==> config.mk <==
export PLATFORM = sky130hd
export DESIGN_NAME = key_event_detector_core_flat
export DESIGN_NICKNAME = d
export VERILOG_FILES = /design/src/ked_pkg.sv /design/src/ked_req_if.sv /design/src/ked_rsp_if.sv /design/src/ked_cfg_if.sv /design/src/key_event_detector_core.sv /design/src/ked_lane.sv /design/src/ked_merge.sv /design/src/flat_wrapper.sv
export SDC_FILE = /design/constraint.sdc
export NUM_CORES = 1
export LEC_CHECK = 0
export CAP_MARGIN = 40
export CORE_MARGIN = 2
export CORE_UTILIZATION = 35
export CTS_CLUSTER_DIAMETER = 50
export DETAILED_ROUTE_END_ITERATION = 10
export DONT_BUFFER_PORTS = 1
export GPL_ROUTABILITY_DRIVEN = 0
export GPL_TIMING_DRIVEN = 0
export PLACE_DENSITY = 0.52
export SKIP_CTS_REPAIR_TIMING = 1
export SLEW_MARGIN = 20
export SYNTH_ARGS = -nofsm -noshare
export SYNTH_HDL_FRONTEND = slang
export SYNTH_SLANG_ARGS = --single-unit
==> constraint.sdc <==
create_clock -name clk -period 9.2 [get_ports clk]
set_input_delay 1.84 -clock clk [delete_from_list [all_inputs] [get_ports clk]]
set_output_delay 1.84 -clock clk [all_outputs]
set_load 0.005 [all_outputs]
==> src/ked_pkg.sv <==
// Shared types and constants for the key event detector.
package ked_pkg;

    localparam int FLAG_W   = 7;
    localparam int TIME_W   = 16;
    localparam int DIV_W    = 8;
    localparam int LEVEL_W  = 4;
    localparam int KIDX_W   = 2;
    localparam int KEY_SLOTS = 1 << KIDX_W;
    localparam int CFG_IDX_W = 2;

    typedef logic [FLAG_W-1:0] flags_t;
    typedef logic [TIME_W-1:0] ktime_t;

    localparam flags_t FLG_HOLD   = 7'h01;
    localparam flags_t FLG_DOWN   = 7'h02;
    localparam flags_t FLG_UP     = 7'h04;
    localparam flags_t FLG_SINGLE = 7'h08;
    localparam flags_t FLG_DOUBLE = 7'h10;
    localparam flags_t FLG_LONG   = 7'h20;
    localparam flags_t FLG_REPEAT = 7'h40;

    localparam logic OP_TICK  = 1'b0;
    localparam logic OP_CHECK = 1'b1;

    localparam logic [CFG_IDX_W-1:0] CFG_SAMPLE_DIV  = 2'd0;
    localparam logic [CFG_IDX_W-1:0] CFG_LONG_TIME   = 2'd1;
    localparam logic [CFG_IDX_W-1:0] CFG_REPEAT_TIME = 2'd2;
    localparam logic [CFG_IDX_W-1:0] CFG_DOUBLE_TIME = 2'd3;

    localparam logic [DIV_W-1:0] RST_SAMPLE_DIV  = 8'd20;
    localparam ktime_t           RST_LONG_TIME   = 16'd1000;
    localparam ktime_t           RST_REPEAT_TIME = 16'd100;
    localparam ktime_t           RST_DOUBLE_TIME = 16'd0;

    typedef enum logic [2:0] {
        PH_IDLE     = 3'd0,
        PH_PRESSED  = 3'd1,
        PH_RELEASED = 3'd2,
        PH_SECOND   = 3'd3,
        PH_LONG     = 3'd4
    } phase_t;

    // Per-lane strobes for one accepted word.
    typedef struct packed {
        logic   tick;
        logic   sample;
        logic   clear;
        flags_t mask;
    } lane_ctrl_t;

    typedef struct packed {
        ktime_t long_time;
        ktime_t rpt_time;
        ktime_t dbl_time;
    } key_times_t;

endpackage

==> src/ked_req_if.sv <==
// Request channel: tick and check words.
interface ked_req_if;
    logic                          valid;
    logic                          ready;
    logic                          opcode;
    logic [ked_pkg::LEVEL_W-1:0]   keys_pressed;
    logic [ked_pkg::KIDX_W-1:0]    key_index;
    logic [ked_pkg::FLAG_W-1:0]    flag_mask;

    modport source (output valid, opcode, keys_pressed, key_index, flag_mask, input ready);
    modport sink   (input valid, opcode, keys_pressed, key_index, flag_mask, output ready);
endinterface

==> src/ked_rsp_if.sv <==
// Response channel: check result words.
interface ked_rsp_if;
    logic                        valid;
    logic                        ready;
    logic                        check_hit;
    logic [ked_pkg::FLAG_W-1:0]  key_flags;

    modport source (output valid, check_hit, key_flags, input ready);
    modport sink   (input valid, check_hit, key_flags, output ready);
endinterface

==> src/ked_cfg_if.sv <==
// Configuration write channel.
interface ked_cfg_if;
    logic                           valid;
    logic                           ready;
    logic [ked_pkg::CFG_IDX_W-1:0]  index;
    logic [ked_pkg::TIME_W-1:0]     data;

    modport source (output valid, index, data, input ready);
    modport sink   (input valid, index, data, output ready);
endinterface

==> src/key_event_detector_core.sv <==
// Top level of the key event detector: config registers, tick divider, key lanes, merge.
//
// Channels: req takes one word per cycle. A tick word (opcode 0) carries the
// pressed level of each key; every key timer counts down, and every
// sample_divisor-th tick the keys are sampled and their phase machines step.
// A check word (opcode 1) names a key and a flag mask; the answer is whether
// any masked flag is set, and the masked flags are cleared unless the mask is
// exactly the hold bit. Every word, tick or check, yields one rsp word (ticks
// answer zero). cfg writes sample_divisor, long_press_time, repeat_time and
// double_click_time by index, always ready; write only while idle.
// The rsp word is registered and appears in the cycle after its req word is taken.
// Throughput: one word per cycle; all key lanes update in parallel in the
// accept cycle, and the merge stage's single output register sets the pace.
// Stall: while rsp is stalled and holds a word, req is not ready; the output
// register frees the cycle the held word is taken, so no bubble appears.
// Reset: all keys idle, flags and timers zero, registers at their defaults
// (20, 1000, 100, 0); the block accepts words right after reset.
module key_event_detector_core #(
    parameter int NUM_KEYS = 4
)
(
    input  logic         clk,
    input  logic         rst_n,
    ked_req_if.sink      req,
    ked_rsp_if.source    rsp,
    ked_cfg_if.sink      cfg
);

    logic [ked_pkg::DIV_W-1:0] sample_div_reg, sample_div_next;
    ked_pkg::key_times_t       times_reg, times_next;
    logic [ked_pkg::DIV_W-1:0] tick_count_reg, tick_count_next;
    logic [ked_pkg::DIV_W-1:0] tick_inc;

    logic                           accept;
    logic                           is_tick;
    logic                           sample;
    logic                           clear_en;
    logic                           in_ready;
    ked_pkg::flags_t [NUM_KEYS-1:0] lane_flags;

    assign cfg.ready = 1'b1;
    assign req.ready = in_ready;
    assign accept    = req.valid && in_ready;
    assign is_tick   = (req.opcode == ked_pkg::OP_TICK);

    always_comb
    begin
        sample_div_next = sample_div_reg;
        times_next      = times_reg;
        if (cfg.valid)
        begin
            unique case (cfg.index)
                ked_pkg::CFG_SAMPLE_DIV:  sample_div_next = cfg.data[ked_pkg::DIV_W-1:0];
                ked_pkg::CFG_LONG_TIME:   times_next.long_time = cfg.data;
                ked_pkg::CFG_REPEAT_TIME: times_next.rpt_time  = cfg.data;
                ked_pkg::CFG_DOUBLE_TIME: times_next.dbl_time  = cfg.data;
                default:                  sample_div_next = sample_div_reg;
            endcase
        end
    end

    // Count ticks; sample once the count reaches the divisor, then restart.
    assign tick_inc = tick_count_reg + 1'b1;
    assign sample   = (tick_inc >= sample_div_reg);

    always_comb
    begin
        tick_count_next = tick_count_reg;
        if (accept && is_tick)
            tick_count_next = sample ? '0 : tick_inc;
    end

    always_ff @(posedge clk or negedge rst_n)
    begin
        if (!rst_n)
        begin
            sample_div_reg     <= ked_pkg::RST_SAMPLE_DIV;
            times_reg.long_time <= ked_pkg::RST_LONG_TIME;
            times_reg.rpt_time  <= ked_pkg::RST_REPEAT_TIME;
            times_reg.dbl_time  <= ked_pkg::RST_DOUBLE_TIME;
            tick_count_reg     <= '0;
        end
        else
        begin
            sample_div_reg <= sample_div_next;
            times_reg      <= times_next;
            tick_count_reg <= tick_count_next;
        end
    end

    for (genvar k = 0; k < NUM_KEYS; k++)
    begin : g_key
        ked_pkg::lane_ctrl_t ctrl;
        logic                level;

        if (k < ked_pkg::LEVEL_W)
        begin : g_pin
            assign level = req.keys_pressed[k];
        end
        else
        begin : g_nopin
            assign level = 1'b0;
        end

        assign ctrl.tick   = accept && is_tick;
        assign ctrl.sample = sample;
        assign ctrl.clear  = clear_en && (32'(req.key_index) == k);
        assign ctrl.mask   = req.flag_mask;

        ked_lane u_lane (
            .clk   (clk),
            .rst_n (rst_n),
            .ctrl  (ctrl),
            .level (level),
            .times (times_reg),
            .flags (lane_flags[k])
        );
    end

    ked_merge #(
        .NUM_KEYS (NUM_KEYS)
    ) u_merge (
        .clk        (clk),
        .rst_n      (rst_n),
        .accept     (accept),
        .is_check   (!is_tick),
        .key_index  (req.key_index),
        .mask       (req.flag_mask),
        .lane_flags (lane_flags),
        .out_ready  (rsp.ready),
        .in_ready   (in_ready),
        .clear_en   (clear_en),
        .out_valid  (rsp.valid),
        .out_hit    (rsp.check_hit),
        .out_flags  (rsp.key_flags)
    );

endmodule

==> src/ked_lane.sv <==
// One key lane: level, timer, phase machine and sticky event flags.
module ked_lane
(
    input  logic                 clk,
    input  logic                 rst_n,
    input  ked_pkg::lane_ctrl_t  ctrl,
    input  logic                 level,
    input  ked_pkg::key_times_t  times,
    output ked_pkg::flags_t      flags
);

    ked_pkg::phase_t phase_reg, phase_next;
    ked_pkg::ktime_t timer_reg, timer_next;
    ked_pkg::flags_t flags_reg, flags_next;
    logic            level_reg, level_next;
    ked_pkg::ktime_t timer_dec;
    logic            timer_zero;

    // Timer counts down on every tick before the sample looks at it.
    assign timer_dec  = (timer_reg != '0) ? timer_reg - 1'b1 : timer_reg;
    assign timer_zero = (timer_dec == '0);

    always_comb
    begin
        phase_next = phase_reg;
        if (ctrl.tick && ctrl.sample)
        begin
            unique case (phase_reg)
                ked_pkg::PH_PRESSED:
                begin
                    if (!level)
                        phase_next = ked_pkg::PH_RELEASED;
                    else if (timer_zero)
                        phase_next = ked_pkg::PH_LONG;
                end
                ked_pkg::PH_RELEASED:
                begin
                    if (level)
                        phase_next = ked_pkg::PH_SECOND;
                    else if (timer_zero)
                        phase_next = ked_pkg::PH_IDLE;
                end
                ked_pkg::PH_SECOND:
                begin
                    if (!level)
                        phase_next = ked_pkg::PH_IDLE;
                end
                ked_pkg::PH_LONG:
                begin
                    if (!level)
                        phase_next = ked_pkg::PH_IDLE;
                end
                default:
                begin
                    if (level)
                        phase_next = ked_pkg::PH_PRESSED;
                end
            endcase
        end
    end

    always_comb
    begin
        timer_next = timer_reg;
        flags_next = flags_reg;
        level_next = level_reg;
        if (ctrl.tick)
        begin
            timer_next = timer_dec;
            if (ctrl.sample)
            begin
                level_next = level;
                if (level)
                    flags_next = flags_next | ked_pkg::FLG_HOLD;
                else
                    flags_next = flags_next & ~ked_pkg::FLG_HOLD;
                if (level && !level_reg)
                    flags_next = flags_next | ked_pkg::FLG_DOWN;
                if (!level && level_reg)
                    flags_next = flags_next | ked_pkg::FLG_UP;
                unique case (phase_reg)
                    ked_pkg::PH_PRESSED:
                    begin
                        if (!level)
                            timer_next = times.dbl_time;
                        else if (timer_zero)
                        begin
                            timer_next = times.rpt_time;
                            flags_next = flags_next | ked_pkg::FLG_LONG;
                        end
                    end
                    ked_pkg::PH_RELEASED:
                    begin
                        if (level)
                            flags_next = flags_next | ked_pkg::FLG_DOUBLE;
                        else if (timer_zero)
                            flags_next = flags_next | ked_pkg::FLG_SINGLE;
                    end
                    ked_pkg::PH_SECOND:
                    begin
                    end
                    ked_pkg::PH_LONG:
                    begin
                        if (level && timer_zero)
                        begin
                            timer_next = times.rpt_time;
                            flags_next = flags_next | ked_pkg::FLG_REPEAT;
                        end
                    end
                    default:
                    begin
                        if (level)
                            timer_next = times.long_time;
                    end
                endcase
            end
        end
        if (ctrl.clear)
            flags_next = flags_reg & ~ctrl.mask;
    end

    always_ff @(posedge clk or negedge rst_n)
    begin
        if (!rst_n)
        begin
            phase_reg <= ked_pkg::PH_IDLE;
            timer_reg <= '0;
            flags_reg <= '0;
            level_reg <= 1'b0;
        end
        else
        begin
            phase_reg <= phase_next;
            timer_reg <= timer_next;
            flags_reg <= flags_next;
            level_reg <= level_next;
        end
    end

    assign flags = flags_reg;

endmodule

==> src/ked_merge.sv <==
// Merge stage: pick the named key's flags, form the answer, hold it in the output register.
module ked_merge #(
    parameter int NUM_KEYS = 4
)
(
    input  logic                                 clk,
    input  logic                                 rst_n,
    input  logic                                 accept,
    input  logic                                 is_check,
    input  logic [ked_pkg::KIDX_W-1:0]           key_index,
    input  ked_pkg::flags_t                      mask,
    input  ked_pkg::flags_t [NUM_KEYS-1:0]       lane_flags,
    input  logic                                 out_ready,
    output logic                                 in_ready,
    output logic                                 clear_en,
    output logic                                 out_valid,
    output logic                                 out_hit,
    output ked_pkg::flags_t                      out_flags
);

    ked_pkg::flags_t [ked_pkg::KEY_SLOTS-1:0] slot_flags;
    ked_pkg::flags_t sel_flags;
    logic            hit;
    logic            valid_reg, valid_next;
    logic            hit_reg, hit_next;
    ked_pkg::flags_t flags_reg, flags_next;

    // Slots with no lane read as zero, so a check on them answers zero.
    for (genvar s = 0; s < ked_pkg::KEY_SLOTS; s++)
    begin : g_slot
        if (s < NUM_KEYS)
        begin : g_lane
            assign slot_flags[s] = lane_flags[s];
        end
        else
        begin : g_none
            assign slot_flags[s] = '0;
        end
    end

    assign sel_flags = slot_flags[key_index];
    assign hit       = (sel_flags & mask) != '0;
    assign clear_en  = accept && is_check && hit && (mask != ked_pkg::FLG_HOLD);
    assign in_ready  = !valid_reg || out_ready;

    always_comb
    begin
        valid_next = valid_reg;
        hit_next   = hit_reg;
        flags_next = flags_reg;
        if (accept)
        begin
            valid_next = 1'b1;
            hit_next   = is_check && hit;
            flags_next = is_check ? sel_flags : '0;
        end
        else if (out_ready)
        begin
            valid_next = 1'b0;
        end
    end

    always_ff @(posedge clk or negedge rst_n)
    begin
        if (!rst_n)
            valid_reg <= 1'b0;
        else
            valid_reg <= valid_next;
    end

    always_ff @(posedge clk)
    begin
        hit_reg   <= hit_next;
        flags_reg <= flags_next;
    end

    assign out_valid = valid_reg;
    assign out_hit   = hit_reg;
    assign out_flags = flags_reg;

endmodule
==> src/flat_wrapper.sv <==
// flat-port wrapper written by rule: the top's interface ports become plain ports
module key_event_detector_core_flat 
#(
    parameter int NUM_KEYS = 4
)
  (clk, rst_n, req_valid, req_opcode, req_keys_pressed, req_key_index, req_flag_mask, req_ready, rsp_valid, rsp_check_hit, rsp_key_flags, rsp_ready, cfg_valid, cfg_index, cfg_data, cfg_ready);
  ked_req_if req_i ();
  ked_rsp_if rsp_i ();
  ked_cfg_if cfg_i ();
  input  logic clk;
  input  logic rst_n;
  input wire logic [$bits(req_i.valid)-1:0] req_valid;
  input wire logic [$bits(req_i.opcode)-1:0] req_opcode;
  input wire logic [$bits(req_i.keys_pressed)-1:0] req_keys_pressed;
  input wire logic [$bits(req_i.key_index)-1:0] req_key_index;
  input wire logic [$bits(req_i.flag_mask)-1:0] req_flag_mask;
  output wire logic [$bits(req_i.ready)-1:0] req_ready;
  output wire logic [$bits(rsp_i.valid)-1:0] rsp_valid;
  output wire logic [$bits(rsp_i.check_hit)-1:0] rsp_check_hit;
  output wire logic [$bits(rsp_i.key_flags)-1:0] rsp_key_flags;
  input wire logic [$bits(rsp_i.ready)-1:0] rsp_ready;
  input wire logic [$bits(cfg_i.valid)-1:0] cfg_valid;
  input wire logic [$bits(cfg_i.index)-1:0] cfg_index;
  input wire logic [$bits(cfg_i.data)-1:0] cfg_data;
  output wire logic [$bits(cfg_i.ready)-1:0] cfg_ready;
  assign req_i.valid = req_valid;
  assign req_i.opcode = req_opcode;
  assign req_i.keys_pressed = req_keys_pressed;
  assign req_i.key_index = req_key_index;
  assign req_i.flag_mask = req_flag_mask;
  assign req_ready = req_i.ready;
  assign rsp_valid = rsp_i.valid;
  assign rsp_check_hit = rsp_i.check_hit;
  assign rsp_key_flags = rsp_i.key_flags;
  assign rsp_i.ready = rsp_ready;
  assign cfg_i.valid = cfg_valid;
  assign cfg_i.index = cfg_index;
  assign cfg_i.data = cfg_data;
  assign cfg_ready = cfg_i.ready;
  key_event_detector_core #(.NUM_KEYS(NUM_KEYS)) u_core (.clk(clk), .rst_n(rst_n), .req(req_i), .rsp(rsp_i), .cfg(cfg_i));
endmodule
==> metrics, run 1 <==
register-to-register setup slack 5030 ps; first-pass GRT wire length 86000 um; Cells after Synth 1583; most frequent CP cell clkbuf_1; Ys Warns 0; Worst IR Drop VDD 166 uV; Int Pwr 1920 uW; DRT Wirelength 58400 um; max reg flops 64; Placed Area 13900 um2; antenna viol nets, final 0; Slew Viols, Final 0; cell family with most CP delay buffers and inverters; total gr overflow 0; GRT Resource Usage Total 30.0%; DR iter-0 viols 1726; Reg-to-Reg Start u_core.g_key[0].u_lane.timer_reg[0]; DRC Markers 0; Worst setup EP type register; status complete, no violations; Post-Syn Area per Cell 8.31 um2; worst clock skew 18.6 ps; Crit Path Class in2reg; Post-synth EDFFs 8; initial antenna violation count 0; cts bufs inserted 17; Reg clk slew, reported paths 80 ps; worst-skew pair later-pin latency 480 ps; Initial Util 35.3%; worst-path cell chain nand2b_1 > nand3_1 > a21oi_1 > a21o_1 > clkbuf_1 > clkbuf_1 > buf_6 > clkbuf_1 > nand2_1 > o211ai_1; Combinational Power Share 38.5%; largest area contributor in the netlist dfrtp_1; Slowest-stage cell, CP clkbuf_1; hold path endpoint u_core.g_key[2].u_lane.flags[0]; clk buf depth 2; reg-to-reg endpoint u_core.g_key[0].u_lane.timer_reg[10]; Area contributors post-synth dfrtp_1, nand2_1, a21oi_1, mux2_2, nor2_1; # setup viols final 0; Max stage delay on crit path 680 ps; PortBufs 0; layout cells sized above 1 11.4%; Tmin final 4550 ps; Power Density 247 nW/um2; post-synth design cell area 13200 um2; Worst R2R Path Depth 12; number of distinct library cells after synthesis 95; f_max 0.220 GHz; sequential area share after synthesis 34.8%; Required @ worst endpoint 9580 ps; crit path DAT 4930 ps; final hold violation count 0; Final nets 1677; Max Cap Viol 0; Top Ports 48; switch share 46.6%; critical path launch point type primary input; Main synth FF type dfrtp_1; clock share of power 22.1%; Die X 198 um; TritonCTS clock tree done; H-tree depth 4; pre-CTS WS 4340 ps; Syn Nets 1637; Setup TNS 0 ps; via count 13906; Chip Height 198 um; number of synthesized register bits 181; hold depth 2; Critical Path Stages 10; Yosys top cell area share 30.8%; slew margin rel. 29.3%; die area 39200 um2; clk sink count 181; drt wl/cell 27.7 um; core area 37300 um2; Pre-Repair DR Iteration Count 6; post-route setup slack 4650 ps; HP Class reg2reg; Design Area, Final 14600 um2; vias per cell 6.59; NetSw 1680 uW; Worst Hold Launch u_core.g_key[2].u_lane.flags[0]; pin count of the biggest net entering global routing 174; Worst Tran Pin Value 1050 ps; sequential share of power 39.3%; Layout area overhead 10.8%; number of diodes 0; Critical Path Fanout Max 10; vias in the first global route 13213; CTS root buf clkbuf_16; Static Leak 0.00536 uW; post-synthesis async set-or-reset flop share 95.6%; Final Cycle Share 49.4%; hpwl dp 42000 um; Buf+Inv Stages, Crit Path 4; RSZ-0062 raised after global routing false; Site Rows 71
==> cells by family (layout without fill, tap and decap cells) <==
kind of cell,after synthesis,in the layout,share of synthesized area (%)
AND/OR/NAND/NOR,594,594,22.8
adder cells (fa/ha/maj),17,17,1.62
multiplexers,71,71,6.60
XOR/XNOR,38,38,2.53
AO/OA/AOI/OAI,540,540,27.3
buffers and inverters,141,194,4.34
other,1,1,0.0285
flip-flops,181,181,34.8
==> worst register-to-register path: stages (launching register included) <==
cell and delay, ps:
dfrtp_1 440, inv_1 130, ha_1 260, or3b_2 460
clkbuf_1 210, nor3_1 330, mux2_2 440, o21bai_1 230
or4b_1 540, nor4_2 550, buf_6 260, nand2_1 100
a21oi_2 150
==> through the flow <==
step	total power (uW)	util, %	instances	hold slack [ps]
after global placement	2710	36.9	2057	467
after CTS	3540	38.9	2102	497
after floorplan	2220	-	1583	442
final	3600	39.1	2110	491
after global routing	3770	39.1	2110	514
after detailed placement	2740	37.2	2070	477
==> cell usage in the layout, fill, tap and decap left out, types with 13 or more instances in the layout <==
cell	synthesis	layout
a211oi_1	20	20
a21oi_1	144	144
a221oi_1	16	16
a22oi_1	32	32
a31oi_1	30	30
and2_1	19	19
and3_1	13	13
buf_2	10	14
buf_6	3	14
clkbuf_1	79	79
clkbuf_16	0	17
dfrtp_1	162	162
ha_1	17	17
inv_1	38	38
mux2_2	53	53
nand2_1	196	196
nand3_1	40	40
nand4_1	15	15
nor2_1	141	141
nor3_1	43	43
nor4_1	21	21
o211ai_1	27	27
o21ai_0	96	96
o22ai_1	22	22
or3_1	16	16
xnor2_1	24	24
xor2_1	14	14
==> worst max path at each step <==
stage,start,slack (ps),endpoint
after floorplan,rsp_ready,5350,req_ready
after global placement,rsp_ready,3890,u_core.g_key[3].u_lane.timer_reg[1]
after detailed placement,rsp_ready,4340,u_core.g_key[2].u_lane.phase_reg[1]
after CTS,rsp_ready,4830,u_core.g_key[2].u_lane.phase_reg[1]
after global routing,rsp_ready,4540,u_core.g_key[3].u_lane.flags[6]
final,rsp_ready,4650,u_core.g_key[2].u_lane.phase_reg[1]
==> synth_stat cells (12+ instances only) <==
master	n
a31oi_1	30
or4_1	12
nand4_1	15
a211oi_1	20
ha_1	17
nand2_1	196
and2_1	19
nor3_1	43
a221oi_1	16
mux2_2	53
o21ai_0	96
a22oi_1	32
o22ai_1	22
or3_1	16
nand3_1	40
a21oi_1	144
dfrtp_1	162
inv_1	38
o211ai_1	27
xnor2_1	24
nor4_1	21
nand2b_1	12
nor2_1	141
clkbuf_1	79
and3_1	13
xor2_1	14
==> metal layers <==
metal / routed length [um] / vias up / GRT usage (%)
met4: 3440 / 0 / 16.2
met1: 23400 / 6815 / 38.8
li1: - / 6077 / -
met3: 6350 / 193 / 8.48
met2: 25200 / 821 / 45.5
met5: 0 / - / 0
==> power by group through the flow <==
stage	combinational, uW	sequential, uW	clock (uW)
final	1390	1420	796
after global routing	1510	1430	835
after global placement	1310	1400	0
after floorplan	992	1220	0
after detailed placement	1340	1400	0
after CTS	1350	1390	807
==> area by class of cell <==
cell class                 count  area, um2
clock buffer                  17        425
fill                        3858      22700
clock inverter                15        193
sequential                   181       4580
multi-input combinational   1261       8010
inverter                      41        154
tap                          474        593
buffer                       100        418
timing repair buffer          21        205
(Power assumes the default switching activity.)
==> run 2: changes to the inputs <==
- clock period: 9.2 -> 4.6 ns (I/O delays scaled with it)
==> run 2 against run 1 <==
Effect of this change:
- via count is 0.34% higher
- worst setup slack got worse by 4200 ps
- sequential power rose by 99%
- clock power rose by 100%
- routed wire length is 0.31% lower
- first-iteration DRC count decreased by 5.2%
- worst hold slack got worse by 360 ps
- cell count did not move
- register-to-register slack got worse by 4600 ps
- cell area did not move
- utilization unchanged
- non-clock buffer count stayed put
- critical path type is now reg2reg
- critical endpoint is now u_core.g_key[0].u_lane.timer_reg[0]
- highest routed layer unchanged
==> metrics, run 2 (same netlist as run 1, synthesis figures left out) <==
status complete, no violations; GRT Resource Usage Total 30.0%; RSZ-0062 raised after global routing false; cts bufs inserted 17; vias in the first global route 13182; Static Leak 0.00536 uW; Initial Util 35.3%; clock share of power 22.1%; Final Cycle Share 90.4%; TritonCTS clock tree done; Site Rows 71; switch share 46.6%; commonest non-fill, non-tap cell in the layout nand2_1; Top Ports 48; Required @ worst endpoint 5020 ps; Int Pwr 3840 uW; slew margin rel. 32.8%; # setup viols final 0; NetSw 3350 uW; pin count of the biggest net entering global routing 174; clk sink count 181; initial antenna violation count 0; Max Cap Viol 0; critical path launch point type register; core area 37300 um2; worst-skew pair later-pin latency 480 ps; H-tree depth 4; Placed Area 13900 um2; Tmin final 4160 ps; crit path DAT 4580 ps; final hold violation count 0; DRC Markers 0; Combinational Power Share 38.6%; Power Density 494 nW/um2; hpwl dp 42000 um; total gr overflow 0; Die X 198 um; most frequent cells in the layout nand2_1, dfrtp_1, a21oi_1; Crit Path Class reg2reg; Hold WS 134 ps; f_max 0.240 GHz; worst clock skew 19.2 ps; CTS root buf clkbuf_16; Worst Tran Pin Value 1000 ps; Critical Path Fanout Max 10; max reg flops 64; Slew Viols, Final 0; clk buf depth 2; first-pass GRT wire length 85900 um; Worst setup EP type register; Tot Pwr 7190 uW; Design Area, Final 14600 um2; vias per cell 6.61; via count 13953; Pre-Repair DR Iteration Count 6; drt wl/cell 27.6 um; layout cells sized above 1 11.4%; HP Class in2async; die area 39200 um2; antenna viol nets, final 0; Worst IR Drop VDD 332 uV; number of diodes 0; DRT Wirelength 58200 um; DR iter-0 viols 1636; Layout area overhead 10.8%; Reg clk slew, reported paths 80 ps; Setup TNS 0 ps; Chip Height 198 um; sequential share of power 39.3%; PortBufs 0; Final nets 1677
-- run 2: cell counts in the layout (fill, tap and decap cells not counted) --
Identical to the previous run, type by type.
-- run 2: routing by layer --
layer  vias to the layer above  GRT usage (%)  part of all wire (%)
li1                       6086              -                     -
met1                      6799           38.9                    40
met2                       861           45.7                    43
met3                       207           8.23                    10
met4                         0           15.7                   5.7
met5                         -              0                     0
-- run 2: worst paths after layout --
check	slack [ps]	from	cells past startpoint	to
setup / recovery	440	u_core.g_key[0].u_lane.timer_reg[0]	12	u_core.g_key[0].u_lane.timer_reg[0]
hold / removal	130	rst_n	0	u_core.g_key[1].u_lane.timer_reg[3]
setup reg to reg	440	u_core.g_key[0].u_lane.timer_reg[0]	12	u_core.g_key[0].u_lane.timer_reg[0]
hold reg to reg	490	u_core.g_key[2].u_lane.flags[0]	2	u_core.g_key[2].u_lane.flags[0]
max in group asynchronous	4030	rst_n	0	u_core.sample_div_reg[4]
min in group clk	490	u_core.g_key[2].u_lane.flags[0]	2	u_core.g_key[2].u_lane.flags[0]
-- run 2: worst max-delay path, stage by stage, from the launching register on --
cell and delay, ps:
dfrtp_1 440, inv_1 130, ha_1 260, or3b_2 460
clkbuf_1 200, nor3_1 320, mux2_2 440, o21bai_1 230
or4b_1 540, nor4_2 540, buf_6 260, nand2_1 90
a21oi_2 160
-- run 2: final cells by class --
cell class / count / area, um2
Inverter: 41 / 154
Fill cell: 3859 / 22700
Buffer: 100 / 418
Clock buffer: 17 / 425
Tap cell: 474 / 593
Timing Repair Buffer: 21 / 205
Multi-Input combinational cell: 1261 / 8010
Sequential cell: 181 / 4580
Clock inverter: 15 / 193
-- run 2: through the flow --
stage | setup WS, ps | util, % | cells
2_1_floorplan | 1170 | - | 1583
3_3_place_gp | 214 | 36.9 | 2057
3_5_place_dp | 582 | 37.2 | 2070
4_1_cts | 558 | 38.9 | 2102
5_1_grt | 241 | 39.1 | 2110
6_report | 440 | 39.1 | 2110
-- run 2: power groups by stage --
| stage | logic [uW] | clock network, uW | registers (uW) |
|---|---|---|---|
| after detailed placement | 2680 | 0 | 2810 |
| final | 2780 | 1590 | 2830 |
| after CTS | 2700 | 1610 | 2780 |
| after floorplan | 1980 | 0 | 2450 |
| after global routing | 3010 | 1670 | 2850 |
| after global placement | 2630 | 0 | 2800 |
==> run 3: changes to the inputs <==
- CTS_BUF_LIST: default -> sky130_fd_sc_hd__clkbuf_4
- RECOVER_POWER: default -> 25
==> run 3 against run 2 <==
Effect of this change:
- the run now ends with capacitance limit, slew limit left
- via count decreased by 0.45%
- worst setup slack got worse by 34 ps
- register-to-register slack got worse by 30 ps
- cell count increased by 0.38%
- utilization decreased by 0.69 points
- clock skew increased by 15 ps
- sequential share of layout area increased by 0.57 points
- critical endpoint is now u_core.g_key[0].u_lane.timer_reg[10]
- highest routed layer unchanged
==> metrics, run 3 (same netlist as run 1, synthesis figures left out) <==
Die X 198 um; most frequent cells in the layout nand2_1, dfrtp_1, a21oi_1; Pre-Repair DR Iteration Count 9; worst clock skew 34.3 ps; first-pass GRT wire length 85700 um; layout cells sized above 1 11.5%; hpwl dp 42000 um; Layout area overhead 8.79%; top layer in use met4; GRT Resource Usage Total 29.9%; sequential share of power 42.4%; commonest non-fill, non-tap cell in the layout nand2_1; Site Rows 71; H-tree depth 4; failing checks capacitance limit, slew limit; clk sink count 181; Worst IR Drop VDD 399 uV; Required @ worst endpoint 5240 ps; Top Ports 48; Slowest-stage cell, CP or4b_1; cell family with most CP delay simple AND/OR/NAND/NOR gates; die area 39200 um2; via count 13890; vias per cell 6.56; f_max 0.238 GHz; DR iter-0 viols 1711; slew margin rel. -63.5%; clk buf depth 2; Crit Path Class reg2reg; Worst setup EP type register; worst-skew pair later-pin latency 700 ps; Max stage delay on crit path 540 ps; Worst Tran Pin Value 2450 ps; metal2 WL 25500 um; Initial Util 35.3%; switch share 49.7%; critical path launch point type register; PortBufs 0; Slew Viols, Final 163; TritonCTS clock tree done; vias in the first global route 13109; RSZ-0062 raised after global routing false; cts bufs inserted 17; CTS root buf clkbuf_4; status complete, but fails checks; Final Cycle Share 91.2%; Layout Cells excl Fill 2118; Tmin final 4190 ps; Max Cap Viol 1; Layout fillers 3897; crit path DAT 4830 ps; worst-path cell chain inv_1 > ha_1 > or3b_2 > clkbuf_1 > nor3_1 > mux2_2 > o21bai_1 > or4b_1 > nor4_2 > buf_6 > nand2_1 > a21oi_2; Buf+Inv Stages, Crit Path 3; final hold violation count 0; drt wl/cell 27.8 um; antenna viol nets, final 0; DRC Markers 0; clock share of power 15.6%; total gr overflow 0; core area 37300 um2; Chip Height 198 um; Reg clk slew, reported paths 200 ps; met3 wire len 6780 um; M1 WL 23400 um; # setup viols final 0; HP Class in2async; Int Pwr 3360 uW; NetSw 3320 uW; DRT Wirelength 58900 um; # placed instances 2070; Power Density 467 nW/um2; Final nets 1679; initial antenna violation count 3; Combinational Power Share 42.0%; pin count of the biggest net entering global routing 174; max reg flops 64; Static Leak 0.00524 uW; Critical Path Fanout Max 10; Setup TNS 0 ps
run 3: metal layers:
layer / vias up / GRT usage (%)
met2: 800 / 45.7
li1: 6088 / -
met5: - / 0
met1: 6803 / 38.5
met4: 0 / 14.1
met3: 199 / 9.18
run 3: stage by stage:
step / cell area [um2] / total power (uW) / util (%) / worst slack (ps) / hold WS, ps
CTS: 14200 / 6530 / 38.1 / 539 / -130
detailed placement: 13900 / 5490 / 37.2 / 582 / 477
finish: 14300 / 6690 / 38.4 / 405 / 59.8
global placement: 13800 / 5430 / 36.9 / 214 / 467
floorplan: 13200 / 4430 / - / 1170 / 442
global route: 14300 / 7020 / 38.4 / 222 / -0.402
run 3: power by group through the flow:
stage                     registers [uW]  clock network, uW  logic [uW]
after global placement              2800                  0        2630
after CTS                           2770               1060        2690
after detailed placement            2810                  0        2680
after global routing                2850               1120        3050
final                               2830               1040        2810
after floorplan                     2450                  0        1980
run 3: area by class of cell:
class | count | area, um2 | area share [%]
sequential | 181 | 4580 | 32.0
timing repair buffer | 23 | 229 | 1.60
clock buffer | 17 | 128 | 0.891
antenna | 6 | 15.0 | 0.105
tap | 474 | 593 | 4.14
inverter | 41 | 154 | 1.07
multi-input combinational | 1261 | 8010 | 55.9
clock inverter | 15 | 193 | 1.35
buffer | 100 | 418 | 2.92
run 3: worst paths after layout:
kind	startpoint	endpoint	slack [ps]	depth (start not counted)
worst max-delay path	u_core.g_key[0].u_lane.timer_reg[0]	u_core.g_key[0].u_lane.timer_reg[10]	410	12
max in group asynchronous	rst_n	u_core.g_key[2].u_lane.timer_reg[0]	2110	1
worst min-delay path	rst_n	u_core.times_reg[18]	60	0
worst min register to register	u_core.g_key[0].u_lane.flags[3]	u_core.g_key[0].u_lane.flags[3]	510	2
min in group clk	req_flag_mask[1]	u_core.g_key[3].u_lane.flags[1]	290	1
worst max register to register	u_core.g_key[0].u_lane.timer_reg[0]	u_core.g_key[0].u_lane.timer_reg[10]	410	12
